==> src/rtl/tfpc_pkg.sv <==
// ----------------------------------------------------------------------------
// tfpc_pkg
// Shared types and constants of the four-point touch calibration block.
// ----------------------------------------------------------------------------
package tfpc_pkg;

	localparam int ADC_BITS        = 12;
	localparam int SCALE_FRAC_BITS = 16;
	localparam int EDGE_W          = 12;
	localparam int TGT_W           = 10;
	localparam int SCALE_W         = 16;
	localparam int CIDX_W          = 3;
	localparam int NCORNER         = 4;

	localparam int NUM_W   = TGT_W + 1 + SCALE_FRAC_BITS + 1;
	localparam int DEN_W   = ADC_BITS + 2;
	localparam int CNT_W   = $clog2(NUM_W);
	localparam int SUM_W   = ADC_BITS + 1;
	localparam int MUL_A_W = ADC_BITS + 2;
	localparam int PROD_W  = MUL_A_W + SCALE_W;

	localparam int CFG_ADDR_W = 3;
	localparam int CFG_DATA_W = 12;

	localparam logic [EDGE_W-1:0] EDGE_LOW_RST     = EDGE_W'(409);
	localparam logic [EDGE_W-1:0] EDGE_HIGH_RST    = EDGE_W'(1637);
	localparam logic [TGT_W-1:0]  TARGET_NEAR_RST  = TGT_W'(20);
	localparam logic [TGT_W-1:0]  TARGET_FAR_X_RST = TGT_W'(299);
	localparam logic [TGT_W-1:0]  TARGET_FAR_Y_RST = TGT_W'(219);

	typedef enum logic [CFG_ADDR_W-1:0] {
		CFG_EDGE_LOW     = 3'd0,
		CFG_EDGE_HIGH    = 3'd1,
		CFG_TARGET_NEAR  = 3'd2,
		CFG_TARGET_FAR_X = 3'd3,
		CFG_TARGET_FAR_Y = 3'd4
	} cfg_reg_t;

	typedef enum logic [1:0] {
		OP_CAL     = 2'd0,
		OP_MAP     = 2'd1,
		OP_RESTART = 2'd2
	} op_t;

	typedef enum logic [2:0] {
		ST_ACCEPTED  = 3'd0,
		ST_REJECTED  = 3'd1,
		ST_CAL_DONE  = 3'd2,
		ST_MAPPED    = 3'd3,
		ST_NOT_CAL   = 3'd4
	} status_t;

	typedef enum logic [3:0] {
		S_IDLE,
		S_EXEC,
		S_DIVX_GO,
		S_DIVX_WAIT,
		S_DIVY_GO,
		S_DIVY_WAIT,
		S_MULX,
		S_ADDX,
		S_MULY,
		S_ADDY,
		S_OUT
	} fsm_t;

	typedef struct packed {
		logic                    start;
		logic signed [NUM_W-1:0] num;
		logic signed [DEN_W-1:0] den;
	} div_ctl_t;

	typedef struct packed {
		logic                      done;
		logic signed [SCALE_W-1:0] quot;
	} div_sts_t;

endpackage

==> src/rtl/tfpc_div.sv <==
// ----------------------------------------------------------------------------
// tfpc_div
// Serial restoring signed divider, one quotient bit per cycle, truncation
// toward zero, low bits of the quotient returned; zero divisor gives zero.
// ----------------------------------------------------------------------------
module tfpc_div (
	input  logic                clk,
	input  logic                arst_n,
	input  tfpc_pkg::div_ctl_t  ctl,
	output tfpc_pkg::div_sts_t  sts
);

	logic                               busy_q;
	logic                               done_q;
	logic [tfpc_pkg::CNT_W-1:0]         cnt_q;
	logic                               neg_q;
	logic                               zero_q;
	logic [tfpc_pkg::NUM_W-1:0]         num_q;
	logic [tfpc_pkg::DEN_W-1:0]         den_q;
	logic [tfpc_pkg::DEN_W-1:0]         rem_q;

	logic [tfpc_pkg::NUM_W-1:0]         num_abs;
	logic [tfpc_pkg::DEN_W-1:0]         den_abs;
	logic [tfpc_pkg::DEN_W:0]           trial;
	logic [tfpc_pkg::DEN_W:0]           diff;
	logic                               ge;
	logic [tfpc_pkg::SCALE_W-1:0]       q_low;

	assign num_abs = ctl.num[tfpc_pkg::NUM_W-1] ? (~ctl.num + 1'b1) : ctl.num;
	assign den_abs = ctl.den[tfpc_pkg::DEN_W-1] ? (~ctl.den + 1'b1) : ctl.den;

	assign trial = {rem_q, num_q[tfpc_pkg::NUM_W-1]};
	assign diff  = trial - {1'b0, den_q};
	assign ge    = trial >= {1'b0, den_q};

	always_ff @(posedge clk or negedge arst_n) begin
		if (!arst_n) begin
			busy_q <= 1'b0;
			done_q <= 1'b0;
			cnt_q  <= '0;
		end else begin
			done_q <= 1'b0;
			if (ctl.start) begin
				busy_q <= 1'b1;
				cnt_q  <= '0;
			end else if (busy_q) begin
				cnt_q <= cnt_q + 1'b1;
				if (cnt_q == tfpc_pkg::CNT_W'(tfpc_pkg::NUM_W - 1)) begin
					busy_q <= 1'b0;
					done_q <= 1'b1;
				end
			end
		end
	end

	always_ff @(posedge clk) begin
		if (ctl.start) begin
			num_q  <= num_abs;
			den_q  <= den_abs;
			rem_q  <= '0;
			neg_q  <= ctl.num[tfpc_pkg::NUM_W-1] ^ ctl.den[tfpc_pkg::DEN_W-1];
			zero_q <= (ctl.den == '0);
		end else if (busy_q) begin
			rem_q <= ge ? diff[tfpc_pkg::DEN_W-1:0] : trial[tfpc_pkg::DEN_W-1:0];
			num_q <= {num_q[tfpc_pkg::NUM_W-2:0], ge};
		end
	end

	assign q_low    = num_q[tfpc_pkg::SCALE_W-1:0];
	assign sts.done = done_q;
	assign sts.quot = zero_q ? '0 : (neg_q ? (~q_low + 1'b1) : q_low);

endmodule

==> src/rtl/touch_four_point_calibration.sv <==
// ----------------------------------------------------------------------------
// touch_four_point_calibration
// Four-corner touchscreen calibration and raw-to-screen point mapping.
// ----------------------------------------------------------------------------
// One beat in gives one beat out. A sample, restart or unused op goes from
// S_EXEC straight to S_OUT; a map runs through the shared 14x16 multiplier
// (x, then y); the fourth accepted corner runs the 28-step serial divider
// once per axis, then the multiplier for both offsets. The input is not
// ready until the current beat's result has been loaded into the output
// register.
module touch_four_point_calibration (
	input  logic                                clk,
	input  logic                                arst_n,
	// cfg
	input  logic                                cfg_we,
	input  logic [tfpc_pkg::CFG_ADDR_W-1:0]     cfg_addr,
	input  logic [tfpc_pkg::CFG_DATA_W-1:0]     cfg_wdata,
	// input stream
	input  logic                                s_tvalid,
	output logic                                s_tready,
	input  logic [23:0]                         s_tdata,  // raw_x, raw_y
	input  logic [1:0]                          s_tuser,  // op
	// output stream
	output logic                                m_tvalid,
	input  logic                                m_tready,
	// corner_index, mapped_x, mapped_y, scale_x_out, scale_y_out,
	// offset_x_out, offset_y_out, zero pad
	output logic [103:0]                        m_tdata,
	output logic [2:0]                          m_tuser   // status
);

	localparam int AW = tfpc_pkg::ADC_BITS;
	localparam int SW = tfpc_pkg::SCALE_W;
	localparam int SF = tfpc_pkg::SCALE_FRAC_BITS;

	// config registers
	logic [tfpc_pkg::EDGE_W-1:0] edge_low_q, edge_high_q;
	logic [tfpc_pkg::TGT_W-1:0]  target_near_q, target_far_x_q, target_far_y_q;

	always_ff @(posedge clk or negedge arst_n) begin
		if (!arst_n) begin
			edge_low_q     <= tfpc_pkg::EDGE_LOW_RST;
			edge_high_q    <= tfpc_pkg::EDGE_HIGH_RST;
			target_near_q  <= tfpc_pkg::TARGET_NEAR_RST;
			target_far_x_q <= tfpc_pkg::TARGET_FAR_X_RST;
			target_far_y_q <= tfpc_pkg::TARGET_FAR_Y_RST;
		end else if (cfg_we) begin
			case (cfg_addr)
				tfpc_pkg::CFG_EDGE_LOW:     edge_low_q     <= cfg_wdata[tfpc_pkg::EDGE_W-1:0];
				tfpc_pkg::CFG_EDGE_HIGH:    edge_high_q    <= cfg_wdata[tfpc_pkg::EDGE_W-1:0];
				tfpc_pkg::CFG_TARGET_NEAR:  target_near_q  <= cfg_wdata[tfpc_pkg::TGT_W-1:0];
				tfpc_pkg::CFG_TARGET_FAR_X: target_far_x_q <= cfg_wdata[tfpc_pkg::TGT_W-1:0];
				tfpc_pkg::CFG_TARGET_FAR_Y: target_far_y_q <= cfg_wdata[tfpc_pkg::TGT_W-1:0];
				default: ;
			endcase
		end
	end

	// state
	tfpc_pkg::fsm_t              state_q, state_d;
	logic [1:0]                  op_q;
	logic [AW-1:0]               rx_q, ry_q;
	logic                        map_q;
	logic [AW-1:0]               corner_x_q [tfpc_pkg::NCORNER];
	logic [AW-1:0]               corner_y_q [tfpc_pkg::NCORNER];
	logic [tfpc_pkg::CIDX_W-1:0] next_corner_q;
	logic signed [SW-1:0]        scale_x_q, scale_y_q, offset_x_q, offset_y_q;
	logic [SW-1:0]               mapped_x_q, mapped_y_q;
	tfpc_pkg::status_t           status_q;
	logic signed [tfpc_pkg::PROD_W-1:0] prod_q;
	logic                        m_tvalid_q;
	logic [103:0]                m_tdata_q;
	logic [2:0]                  m_tuser_q;

	// corner check
	logic near_rx, far_rx, near_ry, far_ry, near_cx, far_cx, near_cy, far_cy;
	logic same_x, opp_x, same_y, opp_y, band_ok, corner_ok, calibrated, last_corner;

	assign near_rx = rx_q < edge_low_q;
	assign far_rx  = rx_q > edge_high_q;
	assign near_ry = ry_q < edge_low_q;
	assign far_ry  = ry_q > edge_high_q;
	assign near_cx = corner_x_q[0] < edge_low_q;
	assign far_cx  = corner_x_q[0] > edge_high_q;
	assign near_cy = corner_y_q[0] < edge_low_q;
	assign far_cy  = corner_y_q[0] > edge_high_q;
	assign same_x  = (near_cx & near_rx) | (far_cx & far_rx);
	assign opp_x   = (near_cx & far_rx) | (far_cx & near_rx);
	assign same_y  = (near_cy & near_ry) | (far_cy & far_ry);
	assign opp_y   = (near_cy & far_ry) | (far_cy & near_ry);
	assign band_ok = (near_rx | far_rx) & (near_ry | far_ry);

	always_comb begin
		unique case (next_corner_q[1:0])
			2'd0: corner_ok = band_ok;
			2'd1: corner_ok = band_ok & same_x & opp_y;
			2'd2: corner_ok = band_ok & opp_x & same_y;
			2'd3: corner_ok = band_ok & opp_x & opp_y;
		endcase
	end

	assign calibrated  = next_corner_q >= tfpc_pkg::CIDX_W'(tfpc_pkg::NCORNER);
	assign last_corner = next_corner_q == tfpc_pkg::CIDX_W'(tfpc_pkg::NCORNER - 1);

	// divider operands
	logic signed [tfpc_pkg::TGT_W:0]   diff_x, diff_y;
	logic signed [tfpc_pkg::NUM_W-1:0] num_x, num_y;
	logic signed [tfpc_pkg::DEN_W-1:0] den_x, den_y;
	tfpc_pkg::div_ctl_t                div_ctl;
	tfpc_pkg::div_sts_t                div_sts;

	assign diff_x = $signed({1'b0, target_far_x_q}) - $signed({1'b0, target_near_q});
	assign diff_y = $signed({1'b0, target_far_y_q}) - $signed({1'b0, target_near_q});
	assign num_x  = tfpc_pkg::NUM_W'(diff_x) <<< (SF + 1);
	assign num_y  = tfpc_pkg::NUM_W'(diff_y) <<< (SF + 1);
	assign den_x  = tfpc_pkg::DEN_W'(corner_x_q[3]) + tfpc_pkg::DEN_W'(corner_x_q[2])
		- tfpc_pkg::DEN_W'(corner_x_q[1]) - tfpc_pkg::DEN_W'(corner_x_q[0]);
	assign den_y  = tfpc_pkg::DEN_W'(corner_y_q[3]) - tfpc_pkg::DEN_W'(corner_y_q[2])
		+ tfpc_pkg::DEN_W'(corner_y_q[1]) - tfpc_pkg::DEN_W'(corner_y_q[0]);

	tfpc_div u_div (
		.clk    (clk),
		.arst_n (arst_n),
		.ctl    (div_ctl),
		.sts    (div_sts)
	);

	// shared multiplier
	logic [tfpc_pkg::SUM_W-1:0]           sum_x, sum_y;
	logic signed [tfpc_pkg::MUL_A_W-1:0]  mul_a;
	logic signed [SW-1:0]                 mul_b;
	logic signed [tfpc_pkg::PROD_W-1:0]   prod_d;
	logic signed [tfpc_pkg::PROD_W-1:0]   prod_sh_map, prod_sh_off;
	logic                                 sel_y;

	assign sum_x = tfpc_pkg::SUM_W'(corner_x_q[0]) + tfpc_pkg::SUM_W'(corner_x_q[1]);
	assign sum_y = tfpc_pkg::SUM_W'(corner_y_q[0]) + tfpc_pkg::SUM_W'(corner_y_q[2]);
	assign sel_y = (state_q == tfpc_pkg::S_MULY);

	always_comb begin
		if (map_q) begin
			mul_a = $signed({2'b00, sel_y ? ry_q : rx_q});
		end else begin
			mul_a = $signed({1'b0, sel_y ? sum_y : sum_x});
		end
		mul_b = sel_y ? scale_y_q : scale_x_q;
	end

	assign prod_d      = mul_a * mul_b;
	assign prod_sh_map = prod_q >>> SF;
	assign prod_sh_off = prod_q >>> (SF + 1);

	// next state
	always_comb begin
		state_d = state_q;
		unique case (state_q)
			tfpc_pkg::S_IDLE: begin
				if (s_tvalid) state_d = tfpc_pkg::S_EXEC;
			end
			tfpc_pkg::S_EXEC: begin
				state_d = tfpc_pkg::S_OUT;
				if (op_q == tfpc_pkg::OP_CAL && !calibrated && corner_ok && last_corner) begin
					state_d = tfpc_pkg::S_DIVX_GO;
				end else if (op_q == tfpc_pkg::OP_MAP && calibrated) begin
					state_d = tfpc_pkg::S_MULX;
				end
			end
			tfpc_pkg::S_DIVX_GO:   state_d = tfpc_pkg::S_DIVX_WAIT;
			tfpc_pkg::S_DIVX_WAIT: begin
				if (div_sts.done) state_d = tfpc_pkg::S_DIVY_GO;
			end
			tfpc_pkg::S_DIVY_GO:   state_d = tfpc_pkg::S_DIVY_WAIT;
			tfpc_pkg::S_DIVY_WAIT: begin
				if (div_sts.done) state_d = tfpc_pkg::S_MULX;
			end
			tfpc_pkg::S_MULX:      state_d = tfpc_pkg::S_ADDX;
			tfpc_pkg::S_ADDX:      state_d = tfpc_pkg::S_MULY;
			tfpc_pkg::S_MULY:      state_d = tfpc_pkg::S_ADDY;
			tfpc_pkg::S_ADDY:      state_d = tfpc_pkg::S_OUT;
			tfpc_pkg::S_OUT: begin
				if (!m_tvalid_q || m_tready) state_d = tfpc_pkg::S_IDLE;
			end
			default:               state_d = tfpc_pkg::S_IDLE;
		endcase
	end

	// control outputs
	logic out_load;

	always_comb begin
		s_tready      = 1'b0;
		out_load      = 1'b0;
		div_ctl.start = 1'b0;
		div_ctl.num   = num_x;
		div_ctl.den   = den_x;
		unique case (state_q)
			tfpc_pkg::S_IDLE:      s_tready = 1'b1;
			tfpc_pkg::S_DIVX_GO:   div_ctl.start = 1'b1;
			tfpc_pkg::S_DIVY_GO: begin
				div_ctl.start = 1'b1;
				div_ctl.num   = num_y;
				div_ctl.den   = den_y;
			end
			tfpc_pkg::S_OUT:       out_load = !m_tvalid_q || m_tready;
			default: ;
		endcase
	end

	always_ff @(posedge clk or negedge arst_n) begin
		if (!arst_n) begin
			state_q <= tfpc_pkg::S_IDLE;
		end else begin
			state_q <= state_d;
		end
	end

	// control state
	always_ff @(posedge clk or negedge arst_n) begin
		if (!arst_n) begin
			next_corner_q <= '0;
			scale_x_q     <= '0;
			scale_y_q     <= '0;
			offset_x_q    <= '0;
			offset_y_q    <= '0;
			m_tvalid_q    <= 1'b0;
		end else begin
			if (out_load) begin
				m_tvalid_q <= 1'b1;
			end else if (m_tready) begin
				m_tvalid_q <= 1'b0;
			end
			unique case (state_q)
				tfpc_pkg::S_EXEC: begin
					if (op_q == tfpc_pkg::OP_CAL && !calibrated && corner_ok) begin
						next_corner_q <= next_corner_q + 1'b1;
					end else if (op_q == tfpc_pkg::OP_RESTART) begin
						next_corner_q <= '0;
						scale_x_q     <= '0;
						scale_y_q     <= '0;
						offset_x_q    <= '0;
						offset_y_q    <= '0;
					end
				end
				tfpc_pkg::S_DIVX_WAIT: begin
					if (div_sts.done) scale_x_q <= div_sts.quot;
				end
				tfpc_pkg::S_DIVY_WAIT: begin
					if (div_sts.done) scale_y_q <= div_sts.quot;
				end
				tfpc_pkg::S_ADDX: begin
					if (!map_q) offset_x_q <= SW'(target_near_q) - prod_sh_off[SW-1:0];
				end
				tfpc_pkg::S_ADDY: begin
					if (!map_q) offset_y_q <= SW'(target_near_q) - prod_sh_off[SW-1:0];
				end
				default: ;
			endcase
		end
	end

	// payload
	always_ff @(posedge clk) begin
		if (s_tready && s_tvalid) begin
			op_q <= s_tuser;
			rx_q <= s_tdata[AW-1:0];
			ry_q <= s_tdata[2*AW-1:AW];
		end
		if (state_q == tfpc_pkg::S_MULX || state_q == tfpc_pkg::S_MULY) begin
			prod_q <= prod_d;
		end
		unique case (state_q)
			tfpc_pkg::S_EXEC: begin
				mapped_x_q <= '0;
				mapped_y_q <= '0;
				map_q      <= (op_q == tfpc_pkg::OP_MAP);
				if (op_q == tfpc_pkg::OP_CAL) begin
					if (calibrated) begin
						status_q <= tfpc_pkg::ST_CAL_DONE;
					end else if (corner_ok) begin
						corner_x_q[next_corner_q[1:0]] <= rx_q;
						corner_y_q[next_corner_q[1:0]] <= ry_q;
						status_q <= last_corner ? tfpc_pkg::ST_CAL_DONE
						                        : tfpc_pkg::ST_ACCEPTED;
					end else begin
						status_q <= tfpc_pkg::ST_REJECTED;
					end
				end else if (op_q == tfpc_pkg::OP_MAP) begin
					status_q <= calibrated ? tfpc_pkg::ST_MAPPED : tfpc_pkg::ST_NOT_CAL;
				end else if (op_q == tfpc_pkg::OP_RESTART) begin
					status_q <= tfpc_pkg::ST_ACCEPTED;
				end else begin
					status_q <= tfpc_pkg::ST_REJECTED;
				end
			end
			tfpc_pkg::S_ADDX: begin
				if (map_q) mapped_x_q <= prod_sh_map[SW-1:0] + offset_x_q;
			end
			tfpc_pkg::S_ADDY: begin
				if (map_q) mapped_y_q <= prod_sh_map[SW-1:0] + offset_y_q;
			end
			default: ;
		endcase
		if (out_load) begin
			m_tuser_q <= status_q;
			m_tdata_q <= {5'b00000, offset_y_q, offset_x_q, scale_y_q, scale_x_q,
			              mapped_y_q, mapped_x_q, next_corner_q};
		end
	end

	assign m_tvalid = m_tvalid_q;
	assign m_tdata  = m_tdata_q;
	assign m_tuser  = m_tuser_q;

endmodule

==> config.mk <==
export PLATFORM = sky130hd
export DESIGN_NAME = touch_four_point_calibration
export DESIGN_NICKNAME = d
export VERILOG_FILES = /design/src/rtl/tfpc_pkg.sv /design/src/rtl/tfpc_div.sv /design/src/rtl/touch_four_point_calibration.sv
export SDC_FILE = /design/constraint.sdc
export NUM_CORES = 2
export LEC_CHECK = 0
export BUFFER_PORTS_ARGS = -buffer_cell sky130_fd_sc_hd__buf_4
export CORE_MARGIN = 10
export CORE_UTILIZATION = 59
export CTS_BUF_LIST = sky130_fd_sc_hd__clkbuf_4
export DETAILED_ROUTE_END_ITERATION = 12
export PLACE_DENSITY = 0.82
export SYNTH_ARGS = -nofsm -noshare
export SYNTH_HDL_FRONTEND = slang
export SYNTH_SLANG_ARGS = --single-unit
==> constraint.sdc <==
create_clock -name clk -period 8.48 [get_ports clk]
set_input_delay 0.848 -clock clk [delete_from_list [all_inputs] [get_ports clk]]
set_output_delay 0.848 -clock clk [all_outputs]
set_load 0.05 [all_outputs]
Word level (Yosys, flattened, before mapping). Memories as Yosys holds them, arrays and structs flattened. Index checks and enable logic that the tools add are counted. Widths: inputs -> output; s select.

Register bits: 385. Memories kept: 2. Word-level logic and storage cells: 212. Bits in writable memories: 96. Output and inout port bits: 109. Bits of input ports: 46.

Eq/ne operators: 31. Magnitude comparators: 10. Bitwise logic cells: 24. Reduce and logical (&&, ||, !) cells: 35. $add $sub $neg: 19. Multipliers: 1. Mux-type cells: 59.

Memory list: corner_x_q (depth 4, bits a word 12, read ports 4, clocked after Yosys merged registers in 0, wr ports 1, RTL line touch_four_point_calibration.sv:64) `logic [AW-1:0] corner_x_q [tfpc_pkg::NCORNER];`; corner_y_q (depth 4, bits a word 12, read ports 4, clocked after Yosys merged registers in 0, wr ports 1, RTL line touch_four_point_calibration.sv:65) `logic [AW-1:0] corner_y_q [tfpc_pkg::NCORNER];`.

Operators with widths (count): $pmux 16 s2 (6); $mux 16 (9); $mux 28 (3); $gt 12x12->1 (4); $lt 12x12->1 (4); $pmux 4 s11 (1); $mux 42 (1); $add 12x12->13 (3); $mux 13 (3); $add 16x16->16 (2); $mul 14x16->30 (1); $add 28x1->28 const B (1); $not 28->28 (1); $sub 14x12->14 (2); $mux 4 (6); $sub 10x10->11 (2); $reduce_and 4->1 (5); $mux 1 (17); $add 16x1->16 const B (1); $eq 4x3->1 const B (4); $ne 2x2->1 const B (8); $not 16->16 (1); $reduce_and 2->1 (8); $ge 15x14->1 (1); 38 further kinds (85).

Depth between registers and ports, before layout. An unclocked memory read counts as a cell.

Depth after elaboration: 12. Gate-level depth with buffers: 36. Gate-level depth less buffers: 35.

Modules after synthesis. A second synthesis with hierarchy kept.

Cells, all modules: 3152. Area total of the unflattened synthesis: 33683.6 um^2.

By module, submodules not included: touch_four_point_calibration (cells each 2659, times used 1, area an instance 29168.0 um^2, seq. area each 11190.7 um^2); tfpc_div (cells each 493, times used 1, area an instance 4515.6 um^2, seq. area each 1776.7 um^2).

Least setup slack after synthesis. No wires, ideal clock.

Kind: register to register. From: mem corner_y_q[0][1] (netlist name). To: reg prod_q[27] (netlist name), data pin. Data arrival time: 7.849 ns. Setup slack: 0.374 ns. Period minus slack after synthesis: 8.106 ns. Data required time: 8.222 ns. Library setup time: 0.258 ns. Path buffers: 1. Cell stages (with the launch flop): 34. Cells stage by stage: edfxtp_1 ha_1 a21o_1 a21oi_1 o21ai_1 a2111o_1 a41oi_1 o21ai_0 xor2_1 or3_1 o31ai_1 buf_2 nor3_1 ha_1 inv_1 fa_1 inv_1 fa_1 fa_1 fa_1 inv_1 fa_1 inv_1 ha_1 a21o_1 a21oi_1 o211ai_1 a41oi_2 nor3_2 o21ai_2 nand3_2 a221o_1 a21oi_2 xnor2_1.

RTL lines: start, declared (RTL line touch_four_point_calibration.sv:65); end signal, assigned (RTL line touch_four_point_calibration.sv:269) `prod_q <= prod_d;`; end, declared (RTL line touch_four_point_calibration.sv:70) `logic signed [tfpc_pkg::PROD_W-1:0] prod_q;`.

==> flow_metrics.py <==
metrics = {
    "placement": {
        "dp_slack_ns": -0.07501,
        "io_buffers": 149,
        "placed_cells": 3976,
        "place.gp.congestion": 0.9905,
        "place_hpwl_mm": 69.04,
    },
    "synthesis": {
        "synth-seq-cells": 457,
        "synthFlopType": "edfxtp_1",
        "synthCells": 3100,
        "syn_area_um2": 33020,
        "synth_warnings": 0,
        "synth_edf_count": 314,
        "ys_seq_area_share_pct": 39.28,
        "synth.avg_cell_area_um2": 10.65,
        "netlist-cell-type-count": 80,
        "async_flop_share_pct": 28.23,
    },
    "power_and_ir_drop": {
        "share_seq_of_total_power_pct": 37.1,
        "p_comb_share_pct": 40.4,
        "netSwitchingPower_mw": 3.658,
        "power_frac_clock_pct": 22.4,
        "ir_worst_vdd_v": 0.0001551,
        "p_per_area_nw_per_um2": 244.2,
        "p_int_mw": 5.394,
        "leakagePower_nw": 17.16,
        "p_sw_share_pct": 40.41,
    },
    "grt": {
        "grt_remaining_overflow": 0,
        "grt_pass1_wl_mm": 137.8,
        "grt_pass1_vias": 24840,
        "grt_util_all_layers_pct": 26.58,
        "antenna_found_initial": 2,
        "grt_max_degree": 77,
    },
    "die": {
        "row_count": 86,
        "die_area_um2": 65820,
        "die_h_um": 256.6,
        "boundaryPins": 155,
        "coreArea_um2": 55200,
        "dieWidth_um": 256.6,
        "start_util_pct": 59.81,
    },
    "layout": {
        "fin_nets": 3956,
        "post-route-util_pct": 67.14,
        "syn_to_final_growth_pct": 12.25,
        "drive_above_1_share_pct": 14.84,
        "stdcell_count": 4207,
    },
    "min_path": {
        "holdCritPathClass": "in -> reg",
        "min_to": "rx_q[0]",
        "worstHoldPathCells": 1,
        "worst_hold_startpoint": "s_tdata[0]",
    },
    "detailed_routing": {
        "ant_nets": 0,
        "routed_wl_mm": 88.32,
        "vias": 24320,
        "vias_per_cell": 5.781,
        "drt_iter0_markers": 2123,
        "firstDrtPassIters": 5,
        "routedWlPerCell_um": 20.99,
        "drc_errors": 0,
    },
    "worst_setup_path": {
        "crit_type": "reg -> reg",
        "reg2reg_depth": 30,
        "cp_max_fo": 3,
        "slowest_stage": "fa_1",
        "crit_top_cell": "fa_1",
        "cpPeakStageDelay_ns": 0.55,
        "crit_required_ns": 9.10,
        "r2r_start": "corner_y_q[0][1]",
        "worstSetupStartpointType": "register",
        "r2r-end": "prod_q[27]",
        "crit_path_end_kind": "register",
        "arrival_ns": 8.79,
        "regToRegSetupSlack_ns": 0.31,
    },
    "run": {
        "cap_viol_max_count": 0,
    },
    "clock_network": {
        "cts_tree": "built",
        "cts_sinks": 457,
        "clock_latency_ns": 0.94,
        "clockRootBuffer": "clkbuf_4",
        "htreeDepth": 3,
        "ctsLongestPathBuffers": 3,
        "clk_pin_slew_ns": 0.07,
        "cts_inserted_buffers": 115,
    },
    "sta": {
        "setup_tns_ns": 0,
        "fin_skew_ns": 0.08568,
        "fin_crit_sh_pct": 96.32,
        "setup_ws_ns": 0.3121,
        "relSlewSlack_pct": 13.86,
        "max_clock_freq_ghz": 0.1224,
        "rsz0062_at_grt": "no",
        "final-setup-viol-count": 0,
        "finalHoldViolations": 0,
        "report.final.slew_viol_count": 0,
        "tightest_slew_ns": 1.292,
        "fin_crit_ns": 8.168,
    },
    "run_status": {
        "status": "finished, final reports clean",
    },
}
==> metal layers <==
metal | routed length, µm | vias up | track usage, %
li1 | - | 11150 | -
met1 | 37130 | 11930 | 35.96
met2 | 40170 | 1064 | 41.87
met3 | 8357 | 179 | 5.716
met4 | 2664 | 0 | 9.351
met5 | 0 | - | 0
==> synthesized netlist by cell type, types with 18 or more instances <==
cell,count,area share [%]
fa_1,245,15
nand3_1,50,0.76
clkbuf_1,64,0.73
dfrtp_1,105,8.0
a21o_1,55,1.3
nand2_1,374,4.3
a21oi_1,128,1.9
and3_1,21,0.40
xnor2_1,86,2.3
mux2_2,22,0.75
or3_1,18,0.34
xor2_1,56,1.5
mux2i_1,34,1.0
inv_1,411,4.7
o21ai_0,157,2.4
nor2_1,138,1.6
nor3_1,77,1.2
ha_1,310,12
edfxtp_1,314,29
a211oi_1,21,0.48
nand2b_1,26,0.49
dfstp_2,24,1.9
and2_1,69,1.3
nor2b_1,37,0.70
o31ai_1,20,0.45
==> power by group through the flow <==
stage / clock (mW) / combinational (mW) / sequential [mW]
after CTS: 2.07 / 3.63 / 3.35
after global routing: 2.18 / 4.03 / 3.40
after global placement: 0 / 3.46 / 3.37
final: 2.03 / 3.66 / 3.36
after detailed placement: 0 / 3.61 / 3.40
after floorplan: 0 / 2.39 / 3.49
==> how the worst max path moves through the flow <==
stage | endpoint | startpoint | slack (ns)
finish | prod_q[27] | corner_y_q[0][1] | 0.31
global route | prod_q[29] | corner_y_q[2][0] | 0.02
CTS | prod_q[27] | corner_y_q[0][1] | 0.002
detailed placement | prod_q[27] | corner_y_q[0][1] | -0.08
global placement | prod_q[27] | corner_y_q[0][1] | 0.17
floorplan | prod_q[27] | corner_y_q[0][1] | 0.37
==> flip-flops by register name, indices dropped and copies added, names as in the netlist, 16 cells and up <==
name and cells:
scale_y_q 16, scale_x_q 16, mapped_y_q 16, mapped_x_q 16, corner_x_q 48, corner_y_q 48
m_tdata 95, u_div.num_q 28
==> area by class of cell <==
| cell class | instances | area [µm²] |
|---|---|---|
| flip-flops and latches | 457 | 12970 |
| clock inverters | 54 | 361.6 |
| inverters | 411 | 1543 |
| well taps | 748 | 935.9 |
| diodes | 1 | 2.502 |
| multi-input cells | 2149 | 18320 |
| repair buffers | 221 | 1682 |
| fillers | 4194 | 18140 |
| clock buffers | 166 | 1246 |
==> kinds of logic after synthesis <==
kind of cell    Yosys count  synth area share [%]
buf+inv                 498                 5.829
fa+ha+maj               555                 26.60
other cells               1               0.01136
compound gates          513                 9.744
xor+xnor                142                 3.767
simple gates            868                 12.31
mux                      66                 2.463
flops                   457                 39.28
==> stage by stage <==
step,instance area [µm²],power (mW),hold WS (ns)
final,37060,9.051,0.08744
after CTS,36900,9.048,0.03425
after global routing,37060,9.610,0.06431
after global placement,35270,6.829,0.4045
after detailed placement,35270,7.005,0.4045
after floorplan,33030,5.878,0.4003
==> what timing repair did <==
item,in CTS,in global routing
setup endpoints to repair,3,11
endpoints found under the hold margin,52,0
buffers inserted,0,9
pin swaps,0,25
cloned,0,0
hold buffers,1,0
resized for setup,4,27
==> critical path: cells and delay by family, from the launching register on <==
family	cells	cell delay [ns]
DFF	1	0.45
buffers and inverters	4	0.20
adders and majority gates	8	3.64
AOI/OAI and AO/OA	12	2.59
and+or+nand+nor	3	0.36
muxes	1	0.46
xor gates and xnor gates	2	0.16
==> placed cells by master, fill, tap and decap left out, types with 16 or more instances in the layout <==
| cell | netlist | final |
|---|---|---|
| and3_1 | 21 | 21 |
| a211oi_1 | 21 | 18 |
| dfrtp_1 | 105 | 105 |
| o21ai_0 | 157 | 152 |
| dfstp_2 | 24 | 24 |
| nand3_1 | 50 | 50 |
| inv_1 | 411 | 411 |
| nand4_1 | 16 | 16 |
| edfxtp_1 | 314 | 314 |
| or3_1 | 18 | 18 |
| fa_1 | 245 | 243 |
| clkinv_1 | 0 | 33 |
| o31ai_1 | 20 | 18 |
| nor2_1 | 138 | 136 |
| a21oi_1 | 128 | 122 |
| nand2b_1 | 26 | 26 |
| and2_1 | 69 | 69 |
| a21o_1 | 55 | 55 |
| xor2_1 | 56 | 56 |
| mux2_2 | 22 | 22 |
| nor3_1 | 77 | 77 |
| nor2b_1 | 37 | 36 |
| ha_1 | 310 | 309 |
| nand2_1 | 374 | 374 |
| buf_4 | 10 | 217 |
| xnor2_1 | 86 | 86 |
| clkbuf_4 | 0 | 166 |
| mux2i_1 | 34 | 34 |
(Power assumes the default switching activity.)
